==> src/design/tilted_column_scale_mapper_defines.svh <==
`ifndef TILTED_COLUMN_SCALE_MAPPER_DEFINES_SVH
`define TILTED_COLUMN_SCALE_MAPPER_DEFINES_SVH

// same-cycle implication, clocked on aclk, off during reset
`define TCSM_ASSERT(label, ante, cons, msg) \
    label: assert property (@(posedge aclk) disable iff (!aresetn) (ante) |-> (cons)) \
        else $error(msg);

// next-cycle implication
`define TCSM_ASSERT_NEXT(label, ante, cons, msg) \
    label: assert property (@(posedge aclk) disable iff (!aresetn) (ante) |=> (cons)) \
        else $error(msg);

`endif

==> src/design/tcsm_pkg.sv <==
`default_nettype none

package tcsm_pkg;

    localparam int unsigned SCREEN_WIDTH_DEF  = 1024;
    localparam int unsigned SCREEN_HEIGHT_DEF = 768;

    localparam int unsigned ONE_Q16       = 65536;
    localparam int unsigned SCALE_MIN_Q16 = 6554;
    localparam int unsigned SCALE_MAX_Q16 = 327680;

    localparam int unsigned SLOPE_W  = 17;
    localparam int unsigned SIZE_W   = 13;
    localparam int unsigned COORD_W  = 12;
    localparam int unsigned DCOL_W   = 14;
    localparam int unsigned SCALE_W  = 19;
    localparam int unsigned DISP_W   = 16;
    localparam int unsigned MAG_W    = 15;
    localparam int unsigned DIV_STEPS = 19;

    localparam int unsigned PADDR_W = 4;
    localparam int unsigned PDATA_W = 32;

    typedef logic [1:0] reg_index_t;
    localparam reg_index_t REG_TILT_SLOPE    = 2'd0;
    localparam reg_index_t REG_SOURCE_WIDTH  = 2'd1;
    localparam reg_index_t REG_SOURCE_HEIGHT = 2'd2;

    localparam logic [SLOPE_W-1:0] TILT_SLOPE_RST    = 17'd0;
    localparam logic [SIZE_W-1:0]  SOURCE_WIDTH_RST  = 13'd64;
    localparam logic [SIZE_W-1:0]  SOURCE_HEIGHT_RST = 13'd64;

endpackage

`default_nettype wire

==> src/design/tilted_column_scale_mapper.sv <==
// Tilted column scale mapper: for each (source_column, target_row) item it returns the
// screen column, the echoed row, and the source row to fetch under a per-column vertical
// scale 1 + (x - width/2) * tilt_slope (Q3.16, clamped to [0.1, 5.0]), with copy_enable
// set when that row falls inside the image. Fully pipelined: one item per clock while
// the output is not stalled. The 19-stage restoring divider forms
// (row - offset) * 65536 / scale, one quotient bit per stage. A one-item skid register on
// the input keeps s_ready registered; while a result waits on m_ready the whole
// pipeline holds. Registers (APB, byte address 4*i): 0 tilt_slope, 1 source_width,
// 2 source_height; write them only while no item is in flight.
`default_nettype none
`include "tilted_column_scale_mapper_defines.svh"

module tilted_column_scale_mapper #(
    parameter int unsigned SCREEN_WIDTH  = tcsm_pkg::SCREEN_WIDTH_DEF,
    parameter int unsigned SCREEN_HEIGHT = tcsm_pkg::SCREEN_HEIGHT_DEF
) (
    input  wire logic                                aclk,
    input  wire logic                                aresetn,

    input  wire logic                                psel,
    input  wire logic                                penable,
    input  wire logic                                pwrite,
    input  wire logic [tcsm_pkg::PADDR_W-1:0]        paddr,
    input  wire logic [tcsm_pkg::PDATA_W-1:0]        pwdata,
    output logic      [tcsm_pkg::PDATA_W-1:0]        prdata,
    output logic                                     pready,

    input  wire logic                                s_valid,
    output logic                                     s_ready,
    input  wire logic [tcsm_pkg::COORD_W-1:0]        s_source_column,
    input  wire logic [tcsm_pkg::COORD_W-1:0]        s_target_row,

    output logic                                     m_valid,
    input  wire logic                                m_ready,
    output logic                                     m_copy_enable,
    output logic signed [tcsm_pkg::DCOL_W-1:0]       m_dest_column,
    output logic      [tcsm_pkg::COORD_W-1:0]        m_dest_row,
    output logic      [tcsm_pkg::COORD_W-1:0]        m_source_row
);

    localparam int unsigned SLOPE_W   = tcsm_pkg::SLOPE_W;
    localparam int unsigned SIZE_W    = tcsm_pkg::SIZE_W;
    localparam int unsigned COORD_W   = tcsm_pkg::COORD_W;
    localparam int unsigned DCOL_W    = tcsm_pkg::DCOL_W;
    localparam int unsigned SCALE_W   = tcsm_pkg::SCALE_W;
    localparam int unsigned DISP_W    = tcsm_pkg::DISP_W;
    localparam int unsigned MAG_W     = tcsm_pkg::MAG_W;
    localparam int unsigned DIV_STEPS = tcsm_pkg::DIV_STEPS;

    localparam logic [SIZE_W-1:0] SW_U = SIZE_W'(SCREEN_WIDTH);
    localparam logic [SIZE_W-1:0] SH_U = SIZE_W'(SCREEN_HEIGHT);

    // ---------------- configuration ----------------
    logic signed [SLOPE_W-1:0] tilt_slope_reg;
    logic [SIZE_W-1:0]         source_width_reg;
    logic [SIZE_W-1:0]         source_height_reg;
    logic                      cfg_write;
    tcsm_pkg::reg_index_t      cfg_index;

    assign pready    = 1'b1;
    assign cfg_index = paddr[3:2];
    assign cfg_write = psel & penable & pwrite & pready;

    always_ff @(posedge aclk) begin
        if (!aresetn) begin
            tilt_slope_reg    <= tcsm_pkg::TILT_SLOPE_RST;
            source_width_reg  <= tcsm_pkg::SOURCE_WIDTH_RST;
            source_height_reg <= tcsm_pkg::SOURCE_HEIGHT_RST;
        end else if (cfg_write) begin
            case (cfg_index)
                tcsm_pkg::REG_TILT_SLOPE:    tilt_slope_reg    <= pwdata[SLOPE_W-1:0];
                tcsm_pkg::REG_SOURCE_WIDTH:  source_width_reg  <= pwdata[SIZE_W-1:0];
                tcsm_pkg::REG_SOURCE_HEIGHT: source_height_reg <= pwdata[SIZE_W-1:0];
                default: ;
            endcase
        end
    end

    always_comb begin
        case (cfg_index)
            tcsm_pkg::REG_TILT_SLOPE:
                prdata = {{(32-SLOPE_W){tilt_slope_reg[SLOPE_W-1]}}, tilt_slope_reg};
            tcsm_pkg::REG_SOURCE_WIDTH:  prdata = {{(32-SIZE_W){1'b0}}, source_width_reg};
            tcsm_pkg::REG_SOURCE_HEIGHT: prdata = {{(32-SIZE_W){1'b0}}, source_height_reg};
            default:                     prdata = '0;
        endcase
    end

    // ---------------- flow control ----------------
    logic ce;
    logic m_valid_reg;
    logic skid_full_reg, skid_full_next;
    logic [COORD_W-1:0] skid_col_reg, skid_row_reg;
    logic in_valid;
    logic [COORD_W-1:0] in_col, in_row;

    assign ce       = ~m_valid_reg | m_ready;
    assign s_ready  = ~skid_full_reg;
    assign in_valid = skid_full_reg | s_valid;
    assign in_col   = skid_full_reg ? skid_col_reg : s_source_column;
    assign in_row   = skid_full_reg ? skid_row_reg : s_target_row;

    always_comb begin
        if (ce) begin
            skid_full_next = 1'b0;
        end else begin
            skid_full_next = skid_full_reg | (s_valid & s_ready);
        end
    end

    always_ff @(posedge aclk) begin
        if (!ce && s_valid && s_ready) begin
            skid_col_reg <= s_source_column;
            skid_row_reg <= s_target_row;
        end
    end

    // ---------------- stage 1: column offset times slope, dest column ----------------
    logic signed [DCOL_W-1:0]         diff;
    logic signed [DCOL_W+SLOPE_W-1:0] s1_prod_next, s1_prod_reg;
    logic signed [DCOL_W:0]           dc_t, dc_half, dc_sum;
    logic signed [DCOL_W-1:0]         s1_dcol_next, s1_dcol_reg;
    logic [COORD_W-1:0]               s1_row_reg;
    logic                             s1_valid_reg;

    assign diff         = $signed({2'b0, in_col}) - $signed({2'b0, source_width_reg[SIZE_W-1:1]});
    assign s1_prod_next = diff * tilt_slope_reg;
    assign dc_t         = $signed({2'b0, SW_U}) - $signed({2'b0, source_width_reg});
    assign dc_half      = (dc_t + $signed({{DCOL_W{1'b0}}, dc_t[DCOL_W]})) >>> 1;
    assign dc_sum       = dc_half + $signed({3'b0, in_col});
    assign s1_dcol_next = dc_sum[DCOL_W-1:0];

    always_ff @(posedge aclk) begin
        if (ce) begin
            s1_prod_reg <= s1_prod_next;
            s1_dcol_reg <= s1_dcol_next;
            s1_row_reg  <= in_row;
        end
    end

    // ---------------- stage 2: scale with clamp ----------------
    logic signed [DCOL_W+SLOPE_W+1:0] sc_sum;
    logic [SCALE_W-1:0]               s2_scale_next, s2_scale_reg;
    logic signed [DCOL_W-1:0]         s2_dcol_reg;
    logic [COORD_W-1:0]               s2_row_reg;
    logic                             s2_valid_reg;

    assign sc_sum = (DCOL_W+SLOPE_W+2)'(s1_prod_reg)
                  + $signed((DCOL_W+SLOPE_W+2)'(tcsm_pkg::ONE_Q16));

    always_comb begin
        if (sc_sum < $signed((DCOL_W+SLOPE_W+2)'(tcsm_pkg::SCALE_MIN_Q16))) begin
            s2_scale_next = SCALE_W'(tcsm_pkg::SCALE_MIN_Q16);
        end else if (sc_sum > $signed((DCOL_W+SLOPE_W+2)'(tcsm_pkg::SCALE_MAX_Q16))) begin
            s2_scale_next = SCALE_W'(tcsm_pkg::SCALE_MAX_Q16);
        end else begin
            s2_scale_next = sc_sum[SCALE_W-1:0];
        end
    end

    always_ff @(posedge aclk) begin
        if (ce) begin
            s2_scale_reg <= s2_scale_next;
            s2_dcol_reg  <= s1_dcol_reg;
            s2_row_reg   <= s1_row_reg;
        end
    end

    // ---------------- stage 3: scaled column height ----------------
    logic [SIZE_W+SCALE_W-1:0] hprod;
    logic [DISP_W-1:0]         s3_disp_next, s3_disp_reg;
    logic [SCALE_W-1:0]        s3_scale_reg;
    logic signed [DCOL_W-1:0]  s3_dcol_reg;
    logic [COORD_W-1:0]        s3_row_reg;
    logic                      s3_valid_reg;

    assign hprod        = source_height_reg * s2_scale_reg;
    assign s3_disp_next = hprod[SIZE_W+SCALE_W-1:16];

    always_ff @(posedge aclk) begin
        if (ce) begin
            s3_disp_reg  <= s3_disp_next;
            s3_scale_reg <= s2_scale_reg;
            s3_dcol_reg  <= s2_dcol_reg;
            s3_row_reg   <= s2_row_reg;
        end
    end

    // ---------------- stage 4: vertical offset ----------------
    logic signed [DISP_W+1:0] vo_t;
    logic signed [DISP_W+1:0] s4_voff_next, s4_voff_reg;
    logic [SCALE_W-1:0]       s4_scale_reg;
    logic signed [DCOL_W-1:0] s4_dcol_reg;
    logic [COORD_W-1:0]       s4_row_reg;
    logic                     s4_valid_reg;

    assign vo_t         = $signed({5'b0, SH_U}) - $signed({2'b0, s3_disp_reg});
    assign s4_voff_next = (vo_t + $signed({{(DISP_W+1){1'b0}}, vo_t[DISP_W+1]})) >>> 1;

    always_ff @(posedge aclk) begin
        if (ce) begin
            s4_voff_reg  <= s4_voff_next;
            s4_scale_reg <= s3_scale_reg;
            s4_dcol_reg  <= s3_dcol_reg;
            s4_row_reg   <= s3_row_reg;
        end
    end

    // ---------------- stage 5 and divider: |num| * 65536 / scale ----------------
    logic [SCALE_W-1:0]       dv_rem_reg   [0:DIV_STEPS];
    logic [SCALE_W-1:0]       dv_rem_next  [0:DIV_STEPS];
    logic [SCALE_W-1:0]       dv_quot_reg  [0:DIV_STEPS];
    logic [SCALE_W-1:0]       dv_quot_next [0:DIV_STEPS];
    logic [2:0]               dv_lo_reg    [0:DIV_STEPS];
    logic [2:0]               dv_lo_next   [0:DIV_STEPS];
    logic [SCALE_W-1:0]       dv_scale_reg [0:DIV_STEPS];
    logic [SCALE_W-1:0]       dv_scale_next[0:DIV_STEPS];
    logic                     dv_neg_reg   [0:DIV_STEPS];
    logic                     dv_neg_next  [0:DIV_STEPS];
    logic signed [DCOL_W-1:0] dv_dcol_reg  [0:DIV_STEPS];
    logic signed [DCOL_W-1:0] dv_dcol_next [0:DIV_STEPS];
    logic [COORD_W-1:0]       dv_row_reg   [0:DIV_STEPS];
    logic [COORD_W-1:0]       dv_row_next  [0:DIV_STEPS];
    logic [DIV_STEPS:0]       dv_valid_reg, dv_valid_next;

    logic signed [DISP_W+1:0] num;
    logic signed [DISP_W+1:0] num_abs;

    assign num     = $signed({6'b0, s4_row_reg}) - s4_voff_reg;
    assign num_abs = num[DISP_W+1] ? -num : num;

    assign dv_rem_next[0]   = {{(SCALE_W-MAG_W+3){1'b0}}, num_abs[MAG_W-1:3]};
    assign dv_lo_next[0]    = num_abs[2:0];
    assign dv_quot_next[0]  = '0;
    assign dv_scale_next[0] = s4_scale_reg;
    assign dv_neg_next[0]   = num[DISP_W+1];
    assign dv_dcol_next[0]  = s4_dcol_reg;
    assign dv_row_next[0]   = s4_row_reg;

    for (genvar k = 0; k < DIV_STEPS; k++) begin : g_div
        logic             nb;
        logic [SCALE_W:0] trial;
        logic [SCALE_W:0] diffd;
        logic             ge;

        if (k < 3) begin : g_bit
            assign nb = dv_lo_reg[k][2-k];
        end else begin : g_zero
            assign nb = 1'b0;
        end

        assign trial = {dv_rem_reg[k], nb};
        assign diffd = trial - {1'b0, dv_scale_reg[k]};
        assign ge    = ~diffd[SCALE_W];

        assign dv_rem_next[k+1]   = ge ? diffd[SCALE_W-1:0] : trial[SCALE_W-1:0];
        assign dv_quot_next[k+1]  = {dv_quot_reg[k][SCALE_W-2:0], ge};
        assign dv_lo_next[k+1]    = dv_lo_reg[k];
        assign dv_scale_next[k+1] = dv_scale_reg[k];
        assign dv_neg_next[k+1]   = dv_neg_reg[k];
        assign dv_dcol_next[k+1]  = dv_dcol_reg[k];
        assign dv_row_next[k+1]   = dv_row_reg[k];
    end

    for (genvar k = 0; k <= DIV_STEPS; k++) begin : g_dv_regs
        always_ff @(posedge aclk) begin
            if (ce) begin
                dv_rem_reg[k]   <= dv_rem_next[k];
                dv_quot_reg[k]  <= dv_quot_next[k];
                dv_lo_reg[k]    <= dv_lo_next[k];
                dv_scale_reg[k] <= dv_scale_next[k];
                dv_neg_reg[k]   <= dv_neg_next[k];
                dv_dcol_reg[k]  <= dv_dcol_next[k];
                dv_row_reg[k]   <= dv_row_next[k];
            end
        end
    end

    assign dv_valid_next = {dv_valid_reg[DIV_STEPS-1:0], s4_valid_reg};

    // ---------------- output stage ----------------
    logic [SCALE_W-1:0]       q;
    logic                     m_copy_enable_next, m_copy_enable_reg;
    logic [COORD_W-1:0]       m_source_row_next, m_source_row_reg;
    logic signed [DCOL_W-1:0] m_dest_column_reg;
    logic [COORD_W-1:0]       m_dest_row_reg;

    assign q = dv_quot_reg[DIV_STEPS];

    always_comb begin
        if (dv_neg_reg[DIV_STEPS]) begin
            m_copy_enable_next = (q == '0) && (source_height_reg != '0);
        end else begin
            m_copy_enable_next = q < {{(SCALE_W-SIZE_W){1'b0}}, source_height_reg};
        end
        m_source_row_next = m_copy_enable_next ? q[COORD_W-1:0] : '0;
    end

    always_ff @(posedge aclk) begin
        if (ce) begin
            m_copy_enable_reg <= m_copy_enable_next;
            m_source_row_reg  <= m_source_row_next;
            m_dest_column_reg <= dv_dcol_reg[DIV_STEPS];
            m_dest_row_reg    <= dv_row_reg[DIV_STEPS];
        end
    end

    assign m_valid       = m_valid_reg;
    assign m_copy_enable = m_copy_enable_reg;
    assign m_source_row  = m_source_row_reg;
    assign m_dest_column = m_dest_column_reg;
    assign m_dest_row    = m_dest_row_reg;

    // ---------------- valid bits ----------------
    always_ff @(posedge aclk) begin
        if (!aresetn) begin
            skid_full_reg <= 1'b0;
            s1_valid_reg  <= 1'b0;
            s2_valid_reg  <= 1'b0;
            s3_valid_reg  <= 1'b0;
            s4_valid_reg  <= 1'b0;
            dv_valid_reg  <= '0;
            m_valid_reg   <= 1'b0;
        end else begin
            skid_full_reg <= skid_full_next;
            if (ce) begin
                s1_valid_reg <= in_valid;
                s2_valid_reg <= s1_valid_reg;
                s3_valid_reg <= s2_valid_reg;
                s4_valid_reg <= s3_valid_reg;
                dv_valid_reg <= dv_valid_next;
                m_valid_reg  <= dv_valid_reg[DIV_STEPS];
            end
        end
    end

    // ---------------- assertions ----------------
    `TCSM_ASSERT(a_scale_range, s2_valid_reg, (s2_scale_reg >= SCALE_W'(tcsm_pkg::SCALE_MIN_Q16)) && (s2_scale_reg <= SCALE_W'(tcsm_pkg::SCALE_MAX_Q16)), "scale outside clamp range")
    `TCSM_ASSERT(a_div_rem_bound, dv_valid_reg[DIV_STEPS], dv_rem_reg[DIV_STEPS] < dv_scale_reg[DIV_STEPS], "divider remainder not below divisor")
    `TCSM_ASSERT(a_copy_row_inside, m_valid_reg && m_copy_enable_reg, {1'b0, m_source_row_reg} < source_height_reg, "copied row outside image")
    `TCSM_ASSERT_NEXT(a_skid_hold, skid_full_reg && !ce, skid_full_reg && $stable(skid_row_reg) && $stable(skid_col_reg), "skid item lost during stall")
    `TCSM_ASSERT_NEXT(a_stall_hold, !ce, $stable(dv_valid_reg), "pipeline moved during stall")

endmodule

`default_nettype wire

==> config.mk <==
export PLATFORM = sky130hd
export DESIGN_NAME = tilted_column_scale_mapper
export DESIGN_NICKNAME = d
export VERILOG_FILES = /design/src/design/tcsm_pkg.sv /design/src/design/tilted_column_scale_mapper.sv
export VERILOG_INCLUDE_DIRS = /design/src /design/src/design
export SDC_FILE = /design/constraint.sdc
export NUM_CORES = 2
export LEC_CHECK = 0
export BUFFER_PORTS_ARGS = -buffer_cell sky130_fd_sc_hd__buf_2
export CORE_MARGIN = 2
export CORE_UTILIZATION = 55
export DETAILED_ROUTE_END_ITERATION = 8
export GPL_ROUTABILITY_DRIVEN = 0
export GPL_TIMING_DRIVEN = 0
export PLACE_DENSITY = 0.68
export SYNTH_ARGS = -nofsm -noshare
export SYNTH_HDL_FRONTEND = slang
export SYNTH_SLANG_ARGS = --single-unit
==> constraint.sdc <==
create_clock -name aclk -period 85.5 [get_ports aclk]
set_clock_uncertainty 0.2 [all_clocks]
set_input_delay 17.1 -clock aclk [delete_from_list [all_inputs] [get_ports aclk]]
set_output_delay 17.1 -clock aclk [all_outputs]
set_load 0.02 [all_outputs]
==> impl_metrics.yaml <==
clock_network:
  clk_pin_slew_ps: 60
  postCtsHoldBufs: 0
  max-clock-path-buffers: 3
  cts_setup_buffers: 0
  h-tree-depth: 4
  cts_tree: "built"
  cts-resized-gates: 0
  clock-sinks: 1807
  clock_latency_ps: 840
  root_buffer: "clkbuf_16"
  cts_buffers: 184
die:
  row_count: 152
  ios: 141
  initial_utilization: 0.5525
  core_area_um2: 171400
  die_y_um: 418.9
  dieArea_um2: 175500
  die_x_um: 418.9
place:
  dp_hpwl_um: 132200
  dp_slack_ps: 49150
  numPortBuffers: 119
  dp_cells: 9667
critical_path:
  cp_slowest_cell: "clkbuf_1"
  regToRegSetupSlack_ps: 74240
  path_buf_inv: 4
  rr_worst_depth: 34
  cp-end-kind: "primary output"
  crit_path_start_kind: "input pin"
  cpPeakStageDelay_ps: 610
  path_max_fanout: 16
  path_common_cell: "clkbuf_1"
  critPathTopFamily: "buffers and inverters"
  crit_end: "prdata[30]"
  r2r_end: "s1_prod_reg[28]"
  path_depth: 6
  arrival_ps: 19070
  cp_cell_sequence: "clkbuf_1 -> clkbuf_1 -> nor2_1 -> and2_1 -> buf_4 -> buf_2"
  required_ps: 68200
  critical_path_class: "input pin to primary output"
  startpoint: "paddr[2]"
  reg2reg_from: "skid_full_reg"
yosys:
  synth_area_um2: 94680
  postSynthAreaPerCell_um2: 13.13
  yosysWarnings: 0
  ys_seq_elements: 1807
  synth_ff_type: "edfxtp_1"
  ys_seq_area_frac: 0.5658
  async_reset_ff_frac: 0
  synth-edff-count: 1738
  netlist_instances: 7209
  synth.distinct_cells: 98
timing:
  finalCriticalPeriod_ps: 36370
  relSlewSlack: 0.08661
  layout_setup_ws_ps: 49130
  worst_pin_slew_ps: 1360
  hold_violations: 0
  drv_slew: 0
  max_freq_mhz: 27.50
  finalSetupTns_ps: 0
  setup_viol: 0
  whs_ps: 180.5
  grt_setup_unrepaired: "false"
  min_period_over_period: 0.4253
power:
  power_leakage_nw: 42.85
  pwr-share-clk: 0.220
  p_int_mw: 2.427
  seq_power_share: 0.387
  switching_share: 0.3366
  p_per_area_nw_per_um2: 34.82
  max-vdd-ir-drop_mv: 0.02173
  p_switching_mw: 1.231
  share_comb_of_total_power: 0.394
route:
  routed_via_density: 5.438
  vias: 54460
  drc: 0
  drtAntennaViolNets: 0
  drtIter0Drc: 3382
  routedWlPerCell_um: 17.80
  routed_wirelength_um: 178300
  dr.pass1.iters: 6
global_route:
  grt_pass1_vias: 55050
  antenna_found_initial: 2
  grt.overflow.total: 0
  grt_pass1_wl_um: 288100
  grt_usage: 0.2058
  grt_max_degree: 76
run_status:
  status: "complete, no violations"
cells_and_area:
  largest_reg_flops: 361
  final_common_cell: "edfxtp_1"
  num-nets-final: 8566
  final_cells: 10010
  final_layout_size_suffix_gt1_frac: 0.09518
  mostFrequentLayoutCells: "1738 x edfxtp_1, 838 x inv_1, 572 x nand2_1"
  area_delta_synth_final_pct: 10.98
hold_path:
  hp-class: "register to register"
run:
  cap_violations: 0
## worst min path at each step
| stage | from | depth (start not counted) | to |
|---|---|---|---|
| CTS | dv_quot_reg[1][0] | 0 | dv_quot_reg[1][20] |
| global route | dv_quot_reg[1][0] | 0 | dv_quot_reg[1][20] |
| global placement | dv_row_reg[16][8] | 0 | dv_row_reg[17][8] |
| detailed placement | s4_dcol_reg[10] | 0 | dv_dcol_reg[0][10] |
| finish | dv_quot_reg[1][0] | 0 | dv_quot_reg[1][20] |
| floorplan | s4_dcol_reg[0] | 0 | dv_dcol_reg[0][0] |
## synthesized netlist by cell type (99+ instances only)
| library cell | count | share of area |
|---|---|---|
| mux2_2 | 195 | 0.023 |
| nor2_1 | 322 | 0.013 |
| ha_1 | 542 | 0.072 |
| inv_1 | 838 | 0.033 |
| fa_1 | 413 | 0.087 |
| a21o_1 | 117 | 0.0093 |
| nor2b_1 | 99 | 0.0065 |
| edfxtp_1 | 1738 | 0.55 |
| a21oi_1 | 297 | 0.016 |
| o21ai_0 | 209 | 0.011 |
| xnor2_1 | 276 | 0.026 |
| clkbuf_1 | 129 | 0.0051 |
| and2_1 | 191 | 0.013 |
| xor2_1 | 117 | 0.011 |
| nand2_1 | 572 | 0.023 |
## stage by stage
step | power [mW] | util | area [µm²]
after global routing | 3.901 | 0.6132 | 105100
after global placement | 2.817 | 0.5729 | 98170
after detailed placement | 2.862 | 0.5772 | 98900
after floorplan | 2.497 | - | 94690
after CTS | 3.692 | 0.6131 | 105100
final | 3.658 | 0.6132 | 105100
## power groups by stage
| stage | Combinational [mW] | Clock, mW | Sequential, mW |
|---|---|---|---|
| after CTS | 1.44 | 0.828 | 1.42 |
| final | 1.44 | 0.804 | 1.41 |
| after detailed placement | 1.43 | 0 | 1.43 |
| after floorplan | 1.12 | 0 | 1.37 |
| after global routing | 1.60 | 0.861 | 1.44 |
| after global placement | 1.39 | 0 | 1.43 |
## metal layers
layer | wire length [µm] | share of wire | vias up | global-route usage
met1 | 76130 | 0.43 | 26780 | 0.2654
met4 | 6104 | 0.034 | 2 | 0.07716
li1 | - | - | 26170 | -
met5 | 13 | 0.000073 | - | 0
met2 | 88140 | 0.49 | 1156 | 0.3511
met3 | 7886 | 0.044 | 353 | 0.03236
## kinds of logic (layout without fill, tap and decap cells)
| kind of cell | count (synthesis) | in the layout | share of synthesized area |
|---|---|---|---|
| multiplexers | 312 | 312 | 0.03653 |
| flip-flops | 1807 | 1807 | 0.5658 |
| adder cells (fa/ha/maj) | 955 | 955 | 0.1589 |
| AO/OA/AOI/OAI | 1143 | 1143 | 0.08004 |
| buffers and inverters | 1025 | 1515 | 0.04216 |
| AND/OR/NAND/NOR | 1570 | 1570 | 0.07974 |
| XOR/XNOR | 395 | 395 | 0.03670 |
| other | 2 | 7 | 0.00007932 |
## final cells by class
cell class                 count  area [µm²]
antenna                        3       7.507
tap                         2310        2890
clock buffer                 221        4797
inverter                     840        3153
sequential                  1807       53570
buffer                       185       842.1
multi-input combinational   4379       37130
timing repair buffer         147        1324
fill                       13000       66280
clock inverter               122        1361
## worst reg2reg max path, delay by kind of cell (launching register included)
| kind | cells | cell delay [ps] |
|---|---|---|
| AOI/OAI and AO/OA | 14 | 3180 |
| xor gates and xnor gates | 2 | 1130 |
| adders and majority gates | 8 | 3370 |
| buffers and inverters | 7 | 2030 |
| DFF | 1 | 310 |
| muxes | 1 | 460 |
| and+or+nand+nor | 2 | 300 |
(Power assumes the default switching activity.)
